`config.mk`:
```
export PLATFORM = sky130hd
export DESIGN_NAME = uct_ram
export DESIGN_NICKNAME = d
export VERILOG_FILES = /design/src/hw/rtl/ue_context_table_core_assert.svh /design/src/hw/rtl/uct_ram.sv
export SDC_FILE = /design/constraint.sdc
export NUM_CORES = 1
export LEC_CHECK = 0
export ABC_AREA = 0
export ABC_CLOCK_PERIOD_IN_PS = 4900
export BUFFER_PORTS_ARGS = -buffer_cell sky130_fd_sc_hd__buf_2
export CORE_UTILIZATION = 30
export DETAILED_ROUTE_END_ITERATION = 6
export MAX_ROUTING_LAYER = met4
export SYNTH_ARGS = -nofsm -noshare
export SYNTH_HDL_FRONTEND = slang
export SYNTH_SLANG_ARGS = --single-unit
```
`constraint.sdc`:
```
create_clock -name clk -period 4.9 [get_ports clk]
set_clock_uncertainty 0.1 [all_clocks]
set_input_delay 0.49 -clock clk [delete_from_list [all_inputs] [get_ports clk]]
set_output_delay 0.49 -clock clk [all_outputs]
set_load 0.01 [all_outputs]
```
`src/hw/rtl/ue_context_table_core_assert.svh`:
```
// Assertion macros for the context table.
`ifndef UE_CONTEXT_TABLE_CORE_ASSERT_SVH
`define UE_CONTEXT_TABLE_CORE_ASSERT_SVH
`ifndef SYNTHESIS
`define UCT_ASSERT_IMP(lbl, a, c) \
  lbl: assert property (@(posedge clk) disable iff (!rst_n) (a) |-> (c)) \
    else $error("assertion failed");
`define UCT_ASSERT_NXT(lbl, a, c) \
  lbl: assert property (@(posedge clk) disable iff (!rst_n) (a) |=> (c)) \
    else $error("assertion failed");
`else
`define UCT_ASSERT_IMP(lbl, a, c)
`define UCT_ASSERT_NXT(lbl, a, c)
`endif
`endif

```
`src/hw/rtl/uct_ram.sv`:
```
// ----------------------------------------------------------------------------
// uct_ram
// Generic single-port RAM, registered read.
// ----------------------------------------------------------------------------
module uct_ram #(
  parameter int WIDTH = 8,
  parameter int DEPTH = 16
) (
  input  logic                     clk,
  input  logic                     we,
  input  logic [$clog2(DEPTH)-1:0] addr,
  input  logic [WIDTH-1:0]         wdata,
  output logic [WIDTH-1:0]         rdata
);
  logic [WIDTH-1:0] mem [DEPTH];
  always_ff @(posedge clk) begin
    if (we) mem[addr] <= wdata;
    rdata <= mem[addr];
  end
endmodule

```
==> results of run 1 <==
worst paths after layout:
path	start	cells past startpoint	end
max	addr[0]	4	mem[3][6]
min	wdata[2]	1	mem[11][2]
max reg2reg	mem[3][2]	3	rdata[2]
min reg2reg	mem[14][0]	3	rdata[0]
synthesized netlist by cell type, drive strengths merged:
cell type    n  share of area
edfxtp     128           0.76
mux4        32           0.14
a22oi       16          0.024
nor2        13         0.0096
nand2        9         0.0067
buf          8         0.0094
dfxtp        8          0.032
nor3         4         0.0040
clkbuf       3         0.0025
nand2b       2         0.0025
nand3b       2         0.0030
nor2b        2         0.0025
and2         1         0.0012
nand3        1        0.00099
or3b         1         0.0017
routing by layer:
metal	up-vias	wire, µm	global-route usage
met4	0	62	0.0388
met2	73	4620	0.187
met1	1223	4700	0.175
li1	1029	-	-
met3	4	553	0.0381
met5	-	0	-
kinds of logic (layout without fill, tap and decap cells):
kind of cell | Yosys count | count (layout) | share of synthesized area
mux | 32 | 32 | 0.142
buf+inv | 11 | 56 | 0.0119
compound gates | 16 | 16 | 0.0237
flops | 136 | 136 | 0.790
simple gates | 35 | 35 | 0.0321
layout by cell type (no fill, tap or decap), drive strengths merged:
master	instances
buf	23
clkbuf	19
edfxtp	128
nor3	4
clkinv	7
nand2	9
dfxtp	8
and2	1
inv	2
nor2	13
nor2b	2
nand3b	2
clkinvlp	3
nand2b	2
mux4	32
or3b	1
bufinv	2
nand3	1
a22oi	16
layout make-up:
cell class,count,share of cell area
clock buffer,18,0.0717
clock inverter,14,0.0251
multi-input combinational,83,0.168
sequential,136,0.669
tap,220,0.0460
timing repair buffer,24,0.0209
worst max-delay path, cell delays in order:
cell and delay [ns]:
buf_2 0.44, buf_4 0.47, nand2_1 0.20, nor2_1 0.64
sequential cells by signal, summed over array words and instances, names as in the netlist:
| name | cells |
|---|---|
| rdata | 8 |
| mem | 128 |
per-stage QoR:
stage / area (µm²) / util / setup WS (ns) / power, W
2_1_floorplan: 5070 / - / 2.82 / 0.00140
3_3_place_gp: 5400 / 0.327 / 2.09 / 0.00145
6_report: 5990 / 0.362 / 2.57 / 0.00265
3_5_place_dp: 5400 / 0.327 / 2.08 / 0.00146
5_1_grt: 5990 / 0.362 / 2.32 / 0.00273
4_1_cts: 5980 / 0.362 / 2.50 / 0.00268
where the power goes:
group / total [W] / switching [W] / internal, W
Sequential: 0.00131 / 0.00000783 / 0.00130
Clock: 0.00122 / 0.000473 / 0.000751
Combinational: 0.000121 / 0.0000743 / 0.0000471
Total: 0.00265 / 0.000555 / 0.00210
==> impl_metrics.csv, run 1 <==
group,metric,value,unit
clock_network,cts_buffers,17,
floorplan,fp.dieW,132,µm
power_and_ir_drop,p_leak,1.91,nW
sta,hold_viol_final,0,
floorplan,rows,47,
placement,place_inst,462,
layout,fin_nets,276,
detailed_routing,dr.pass1.iters,4,
clock_network,path_clk_slew,0.06,ns
worst_setup_path,rrSetupSlack,3.31,ns
global_routing,grt_pass1_wl,15.4,mm
clock_network,postCtsHoldBufs,0,
sta,worst_slew_pin_slew,1.29,ns
placement,gp_congestion,0.812,
floorplan,io_pins,22,
sta,finalCritPeriodShare,0.476,
global_routing,gr-total-overflow,0,
flow_run,cap_violations,0,
worst_setup_path,startpoint_type,"input pin",
sta,rsz0062_at_grt,"false",
synth,ys_warn_count,0,
layout,n_antenna_cell,0,
detailed_routing,drtAntennaViolNets,0,
clock_network,cts_tree,"done",
floorplan,dieArea,17400,µm²
layout,area_growth,18.1,%
layout,layout-drive-gt1-share,0.320,
detailed_routing,routed_wl,9.93,mm
clock_network,clkLatencyLatePin,0.41,ns
clock_network,cts_setup_buffers,0,
placement,dp_hpwl,6.32,mm
detailed_routing,wl_per_cell,20.1,µm
sta,maxSlewViolCount,0,
layout,nFillCells,1494,
worst_setup_path,required,4.84,ns
clock_network,htreeDepth,4,
worst_setup_path,crit_path_end_kind,"flip-flop",
global_routing,grt_max_degree,40,
detailed_routing,viasPerCell,4.71,
clock_network,cts_resized,0,
sta,finalCriticalPeriod,2.33,ns
power_and_ir_drop,peakVddDrop,0.000226,V
sta,setup_violations,0,
detailed_routing,drtIter0Drc,215,
worst_hold_path,hp-class,"input pin to flip-flop",
sta,clock.fmax,428,MHz
floorplan,die_h,132,µm
clock_network,cts_max_path_buffers,2,
sta,maxSlewHeadroom,0.135,
layout,layoutNonFillerInstCount,495,
synth,synth_area,5070,µm²
global_routing,grt.total_usage,0.129,
sta,tns,0,ns
detailed_routing,route.detailed.drc,0,
placement,port_buffers,21,
layout,regArea,4000,µm²
synth,ys_types,18,
outcome,outcome,"complete, no violations",
synth,ys_ff_latch,136,
floorplan,core,16500,µm²
worst_setup_path,cp_max_fo,23,
synth,synthCells,230,
synth,synth-seq-area-share,0.790,
global_routing,antenna_found_initial,0,
worst_setup_path,worst-setup-path-type,"input pin to flip-flop",
synth,syn_area_per_cell,22.0,µm²
global_routing,grt_pass1_vias,2455,
synth,syn_nets,244,
power_and_ir_drop,powerDensity,443,nW/µm²
worst_setup_path,arrival,2.27,ns
layout,multiInputGateArea,1000,µm²
clock_network,cts_sinks,136,
floorplan,start_util,0.307,
sta,hold-worst-slack,0.406,ns
detailed_routing,vias,2329,
clock_network,root_buffer,"clkbuf_16",
Note: power is estimated with default switching activity, not from simulation.
==> inputs of run 2 (changes only) <==
- ABC_CLOCK_PERIOD_IN_PS: 4900 -> 2350
- clock period: 4.9 -> 2.35 ns (I/O delays scaled with it)
==> run 2 against run 1 <==
Effect of this change:
- first-iteration DRC count up 10%
- count of clock-buffer cells in the layout up 11
- cell count up 3.8%
- setup slack worse by 1.6 ns
- core utilization up 0.83 points
- critical path depth down 1
- final area up 2.3%
- die area unchanged
- hold slack worse by 0.30 ns
- critical path type is now flip-flop to flip-flop
- clock power up 100%
- via count up 4.6%
==> impl_metrics.csv, run 2 (synthesized netlist as in run 1, its figures left out) <==
group,metric,value,unit
outcome,outcome,"complete, no violations",
global_routing,antenna_found_initial,1,
layout,final_cell_mix,"edfxtp_1, mux4_2, buf_2, buf_4, clkbuf_16",
clock_network,cts_setup_buffers,0,
layout,nFillCells,1489,
worst_setup_path,slowest_delay,0.49,ns
worst_setup_path,required,2.55,ns
detailed_routing,vias,2435,
sta,worst_slew_pin_slew,0.765,ns
floorplan,rows,47,
power_and_ir_drop,peakVddDrop,0.000531,V
detailed_routing,viasPerCell,4.74,
detailed_routing,drtAntennaViolNets,0,
worst_setup_path,worst-setup-path-type,"flip-flop to flip-flop",
global_routing,grt_max_degree,28,
detailed_routing,wl_per_cell,19.9,µm
placement,dp_hpwl,6.83,mm
worst_setup_path,cp_slowest_cell,"mux4_2",
sta,rsz0062_at_grt,"false",
sta,hold_viol_final,0,
worst_setup_path,cp_max_fo,1,
global_routing,grt.total_usage,0.133,
sta,maxSlewViolCount,0,
layout,top_regs,"mem: 128 flops, rdata: 8 flops",
clock_network,cts_buffers,17,
detailed_routing,dr.pass1.iters,5,
sta,tns,0,ns
sta,hold-worst-slack,0.107,ns
floorplan,start_util,0.307,
clock_network,cts_tree,"done",
global_routing,grt_pass1_wl,15.7,mm
floorplan,io_pins,22,
floorplan,die_h,132,µm
sta,finalCriticalPeriod,1.41,ns
floorplan,dieArea,17400,µm²
clock_network,postCtsHoldBufs,0,
worst_setup_path,crit_path_end_kind,"flip-flop",
clock_network,cts_max_path_buffers,2,
worst_setup_path,startpoint_type,"flip-flop",
global_routing,gr-total-overflow,0,
sta,clock.fmax,709,MHz
clock_network,path_clk_slew,0.06,ns
global_routing,grt_pass1_vias,2587,
flow_run,cap_violations,0,
detailed_routing,routed_wl,10.3,mm
sta,maxSlewHeadroom,0.489,
worst_setup_path,arrival,1.61,ns
sta,finalCritPeriodShare,0.600,
worst_setup_path,critPathBufInv,0,
layout,regMostFlops,"mem",
power_and_ir_drop,p_leak,2.01,nW
clock_network,htreeDepth,4,
floorplan,fp.dieW,132,µm
layout,final_common_cell,"edfxtp_1",
worst_hold_path,hp-class,"input pin to flip-flop",
sta,setup_violations,0,
floorplan,core,16500,µm²
clock_network,cts_sinks,136,
layout,largest_reg_flops,128,
detailed_routing,drtIter0Drc,237,
layout,area_growth,20.8,%
layout,layout-drive-gt1-share,0.338,
power_and_ir_drop,powerDensity,891,nW/µm²
clock_network,cts_resized,0,
worst_setup_path,crit_start,"mem[3][1]",
layout,fin_nets,294,
detailed_routing,route.detailed.drc,0,
placement,port_buffers,21,
worst_setup_path,path_cells,"mux4_2, a22oi_1, nand2_1",
placement,gp_congestion,0.744,
worst_setup_path,path_delay_family,"multiplexers",
clock_network,root_buffer,"clkbuf_16",
clock_network,clkLatencyLatePin,0.42,ns
worst_setup_path,r2r-start,"mem[3][1]",
worst_hold_path,hp-start,"wdata[6]",
run 2: cell count changes in the layout (fill, tap and decap cells not counted), sizes merged:
cell	previous run	this run
clkinvlp	3	0
clkbuf	19	29
inv	2	0
buf	23	42
bufinv	2	1
diode	0	1
clkinv	7	2
run 2: per-layer routing:
metal / global-route usage / wire length [µm] / vias up
li1: - / - / 1069
met1: 0.167 / 4620 / 1285
met2: 0.193 / 4910 / 66
met3: 0.0442 / 559 / 15
met4: 0.0646 / 163 / 0
met5: - / 0 / -
run 2: stage by stage:
step / setup slack [ns] / std cells / cell area [µm²] / total power (W) / utilization
CTS: 0.909 / 513 / 6120 / 0.00551 / 0.370
floorplan: 0.522 / 230 / 5070 / 0.00292 / -
global placement: 0.477 / 481 / 5570 / 0.00304 / 0.337
global route: 0.890 / 514 / 6120 / 0.00561 / 0.371
finish: 0.940 / 514 / 6120 / 0.00546 / 0.371
detailed placement: 0.468 / 481 / 5570 / 0.00305 / 0.337
run 2: worst paths after layout:
kind           endpoint  slack (ns)  depth (start not counted)
min          mem[11][6]        0.11                          1
max reg2reg    rdata[1]        0.94                          3
min reg2reg    rdata[2]        0.58                          3
max            rdata[1]        0.94                          3
run 2: cell type report:
| cell class | count | area (µm²) | share of cell area |
|---|---|---|---|
| diodes | 1 | 2.50 | 0.000409 |
| clock buffers | 29 | 510 | 0.0834 |
| clock inverters | 3 | 40.0 | 0.00654 |
| multi-input cells | 83 | 1000 | 0.164 |
| flip-flops and latches | 136 | 4000 | 0.654 |
| well taps | 220 | 275 | 0.0450 |
| repair buffers | 42 | 288 | 0.0470 |
run 2: worst reg2reg max path: cells and delay by family (launching register included):
family	cells	cell delay [ns]
flip-flops	1	0.38
AO/OA/AOI/OAI	1	0.24
AND/OR/NAND/NOR	1	0.09
multiplexers	1	0.49
run 2: power by group:
part	total (W)	switching (W)	internal [W]	leakage, nW
registers	0.00273	0.0000177	0.00271	1.22
logic	0.000262	0.000152	0.000110	0.514
clock network	0.00246	0.000901	0.00156	0.270
total	0.00546	0.00107	0.00439	2.01
==> inputs of run 3 (changes only) <==
- ABC_AREA: 0 -> 1
- ABC_CLOCK_PERIOD_IN_PS: 2350 -> 1500
- clock period: 2.35 -> 1.5 ns (I/O delays scaled with it)
==> run 3 against run 2 <==
Effect of this change:
- the flow now finishes with violations (design-rule violations)
- routed wire length increased by 22%
- setup slack got worse by 0.57 ns
- die area increased by 10%
- register-to-register slack got worse by 0.57 ns
- cell count is 63% higher
- sequential share of layout area shrank 6.2 points
- sequential cell count stayed put
- count of clock-buffer cells in the layout decreased by 11
- via count up 51%
- hold slack lost 0.058 ns
- fmax grew 25%
- synthesized cell count grew 140%
- largest cell class unchanged
==> impl_metrics.csv, run 3 <==
group,metric,value,unit
layout,layout-drive-gt1-share,0.141,
layout,regArea,4000,µm²
worst_setup_path,startpoint_type,"flip-flop",
power_and_ir_drop,seq_power_share,0.479,
sta,worst_slew_pin_slew,0.412,ns
power_and_ir_drop,peakVddDrop,0.000854,V
sta,hold_viol_final,0,
layout,multiInputGateArea,1410,µm²
layout,largest_reg_flops,128,
global_routing,grt.total_usage,0.145,
global_routing,grt_max_degree,33,
worst_setup_path,path_delay_family,"simple AND/OR/NAND/NOR gates",
detailed_routing,wl_per_cell,14.9,µm
synth,synth.top_cell.area_share,0.687,
placement,gp_congestion,0.872,
sta,clock.fmax,886,MHz
power_and_ir_drop,internal_power,0.00700,W
global_routing,antenna_found_initial,0,
layout,area_growth,20.9,%
layout,layoutNonFillerInstCount,837,
layout,regMostFlops,"mem",
sta,maxSlewHeadroom,0.725,
synth,synth_area,5590,µm²
outcome,outcome,"complete, but fails checks",
power_and_ir_drop,comb_power_share,0.061,
clock_network,cts_max_path_buffers,2,
worst_setup_path,critPathBufInv,1,
worst_setup_path,cp_slowest_cell,"edfxtp_1",
synth,synthCells,548,
clock_network,path_clk_slew,0.06,ns
worst_setup_path,slowest_delay,0.38,ns
power_and_ir_drop,powerDensity,1320,nW/µm²
power_and_ir_drop,switching_power,0.00192,W
synth,ys_warn_count,0,
detailed_routing,drtIter0Drc,351,
global_routing,grt_pass1_vias,3683,
floorplan,start_util,0.308,
power_and_ir_drop,p_leak,2.87,nW
worst_setup_path,cp_max_fo,1,
layout,fin_nets,609,
worst_setup_path,r2r-start,"mem[9][4]",
worst_setup_path,crit_path_end_kind,"flip-flop",
synth,synth-main-ff-cell,"edfxtp_1",
floorplan,fp.dieW,139,µm
worst_hold_path,hp-class,"input pin to flip-flop",
clock_network,postCtsHoldBufs,0,
detailed_routing,vias,3673,
floorplan,die_h,139,µm
worst_setup_path,critical_path.most_common_cell,"nand2_1",
detailed_routing,routed_wl,12.5,mm
layout,nFillCells,1763,
worst_setup_path,worst-setup-path-type,"flip-flop to flip-flop",
floorplan,io_pins,22,
synth,synth.area.top_cells,"edfxtp_1, nand2_1, dfxtp_1",
floorplan,rows,49,
power_and_ir_drop,clkPwrFrac,0.460,
global_routing,grt_pass1_wl,19.9,mm
synth,syn_nets,562,
clock_network,cts_tree,"done",
sta,rsz0062_at_grt,"false",
clock_network,cts_resized,0,
power_and_ir_drop,swShare,0.215,
detailed_routing,drtAntennaViolNets,0,
placement,port_buffers,21,
clock_network,cts_setup_buffers,0,
placement,dp_hpwl,8.06,mm
worst_setup_path,required,1.70,ns
clock_network,clkLatencyLatePin,0.42,ns
synth,ys_types,11,
placement,place_inst,805,
layout,top_regs,"mem: 128 flops, rdata: 8 flops",
sta,hold-worst-slack,0.0489,ns
sta,finalCriticalPeriod,1.13,ns
layout,final_common_cell,"nand2_1",
synth,syn_area_per_cell,10.2,µm²
sta,finalCritPeriodShare,0.752,
outcome,violations,"design-rule violations",
synth,synth-edff-count,128,
floorplan,core,18100,µm²
layout,n_antenna_cell,0,
detailed_routing,dr.pass1.iters,7,
clock_network,cts_buffers,17,
synth,synth-seq-area-share,0.716,
synth,yosys.area.top_type,"edfxtp_1",
worst_hold_path,hp-start,"wdata[1]",
synth,ys_top_cells_by_count,"nand2_1, edfxtp_1, inv_1",
detailed_routing,route.detailed.drc,2,
floorplan,dieArea,19200,µm²
synth,synth.most_common_cell,"nand2_1",
global_routing,gr-total-overflow,0,
synth,synthArstFlopShare,0,
worst_setup_path,crit_start,"mem[9][4]",
sta,maxSlewViolCount,0,
flow_run,cap_violations,0,
worst_setup_path,arrival,1.33,ns
sta,setup_violations,0,
synth,ys_ff_latch,136,
clock_network,root_buffer,"clkbuf_16",
layout,final_cell_mix,"nand2_1, edfxtp_1, buf_4, inv_1, buf_2",
clock_network,cts_sinks,136,
worst_setup_path,path_cells,"nand2_1, nand2_1, nand2_1, nand2_1, nand2_1, nand2_1, inv_1, nand2_1",
detailed_routing,viasPerCell,4.39,
sta,tns,0,ns
clock_network,htreeDepth,4,
[run 3: final cells by class]
type / count / area share
clock buffers: 18 / 0.0635
repair buffers: 49 / 0.0577
clock inverters: 14 / 0.0233
well taps: 229 / 0.0424
flip-flops and latches: 136 / 0.592
inverters: 23 / 0.0128
multi-input cells: 368 / 0.208
[run 3: logic make-up after synthesis]
logic type | synth area share
buf+inv | 0.0362
flops | 0.716
simple gates | 0.248
[run 3: per-layer routing]
layer,global-route usage,part of all wire,up-vias
li1,-,-,1854
met1,0.172,0.44,1695
met2,0.239,0.49,103
met3,0.0366,0.053,21
met4,0.0550,0.017,0
met5,-,0,-
[run 3: power by group through the flow]
stage,logic [W],registers (W),clock network [W]
floorplan,0.000297,0.00436,0
global placement,0.000543,0.00435,0
detailed placement,0.000550,0.00435,0
CTS,0.000556,0.00427,0.00416
global route,0.000618,0.00428,0.00433
finish,0.000546,0.00427,0.00410
[run 3: worst paths after layout]
| kind | endpoint | slack, ns | cells past startpoint |
|---|---|---|---|
| max | rdata[4] | 0.37 | 8 |
| min | mem[3][1] | 0.05 | 1 |
| max reg2reg | rdata[4] | 0.37 | 8 |
| min reg2reg | rdata[5] | 0.61 | 8 |
[run 3: metrics by stage]
stage	power, W	setup WS (ns)	util	cell area, µm²
after floorplan	0.00466	-0.127	-	5610
after global placement	0.00489	0.0192	0.340	6170
after detailed placement	0.00490	0.0123	0.340	6170
after CTS	0.00898	0.370	0.373	6760
after global routing	0.00923	0.258	0.373	6760
final	0.00892	0.371	0.373	6760
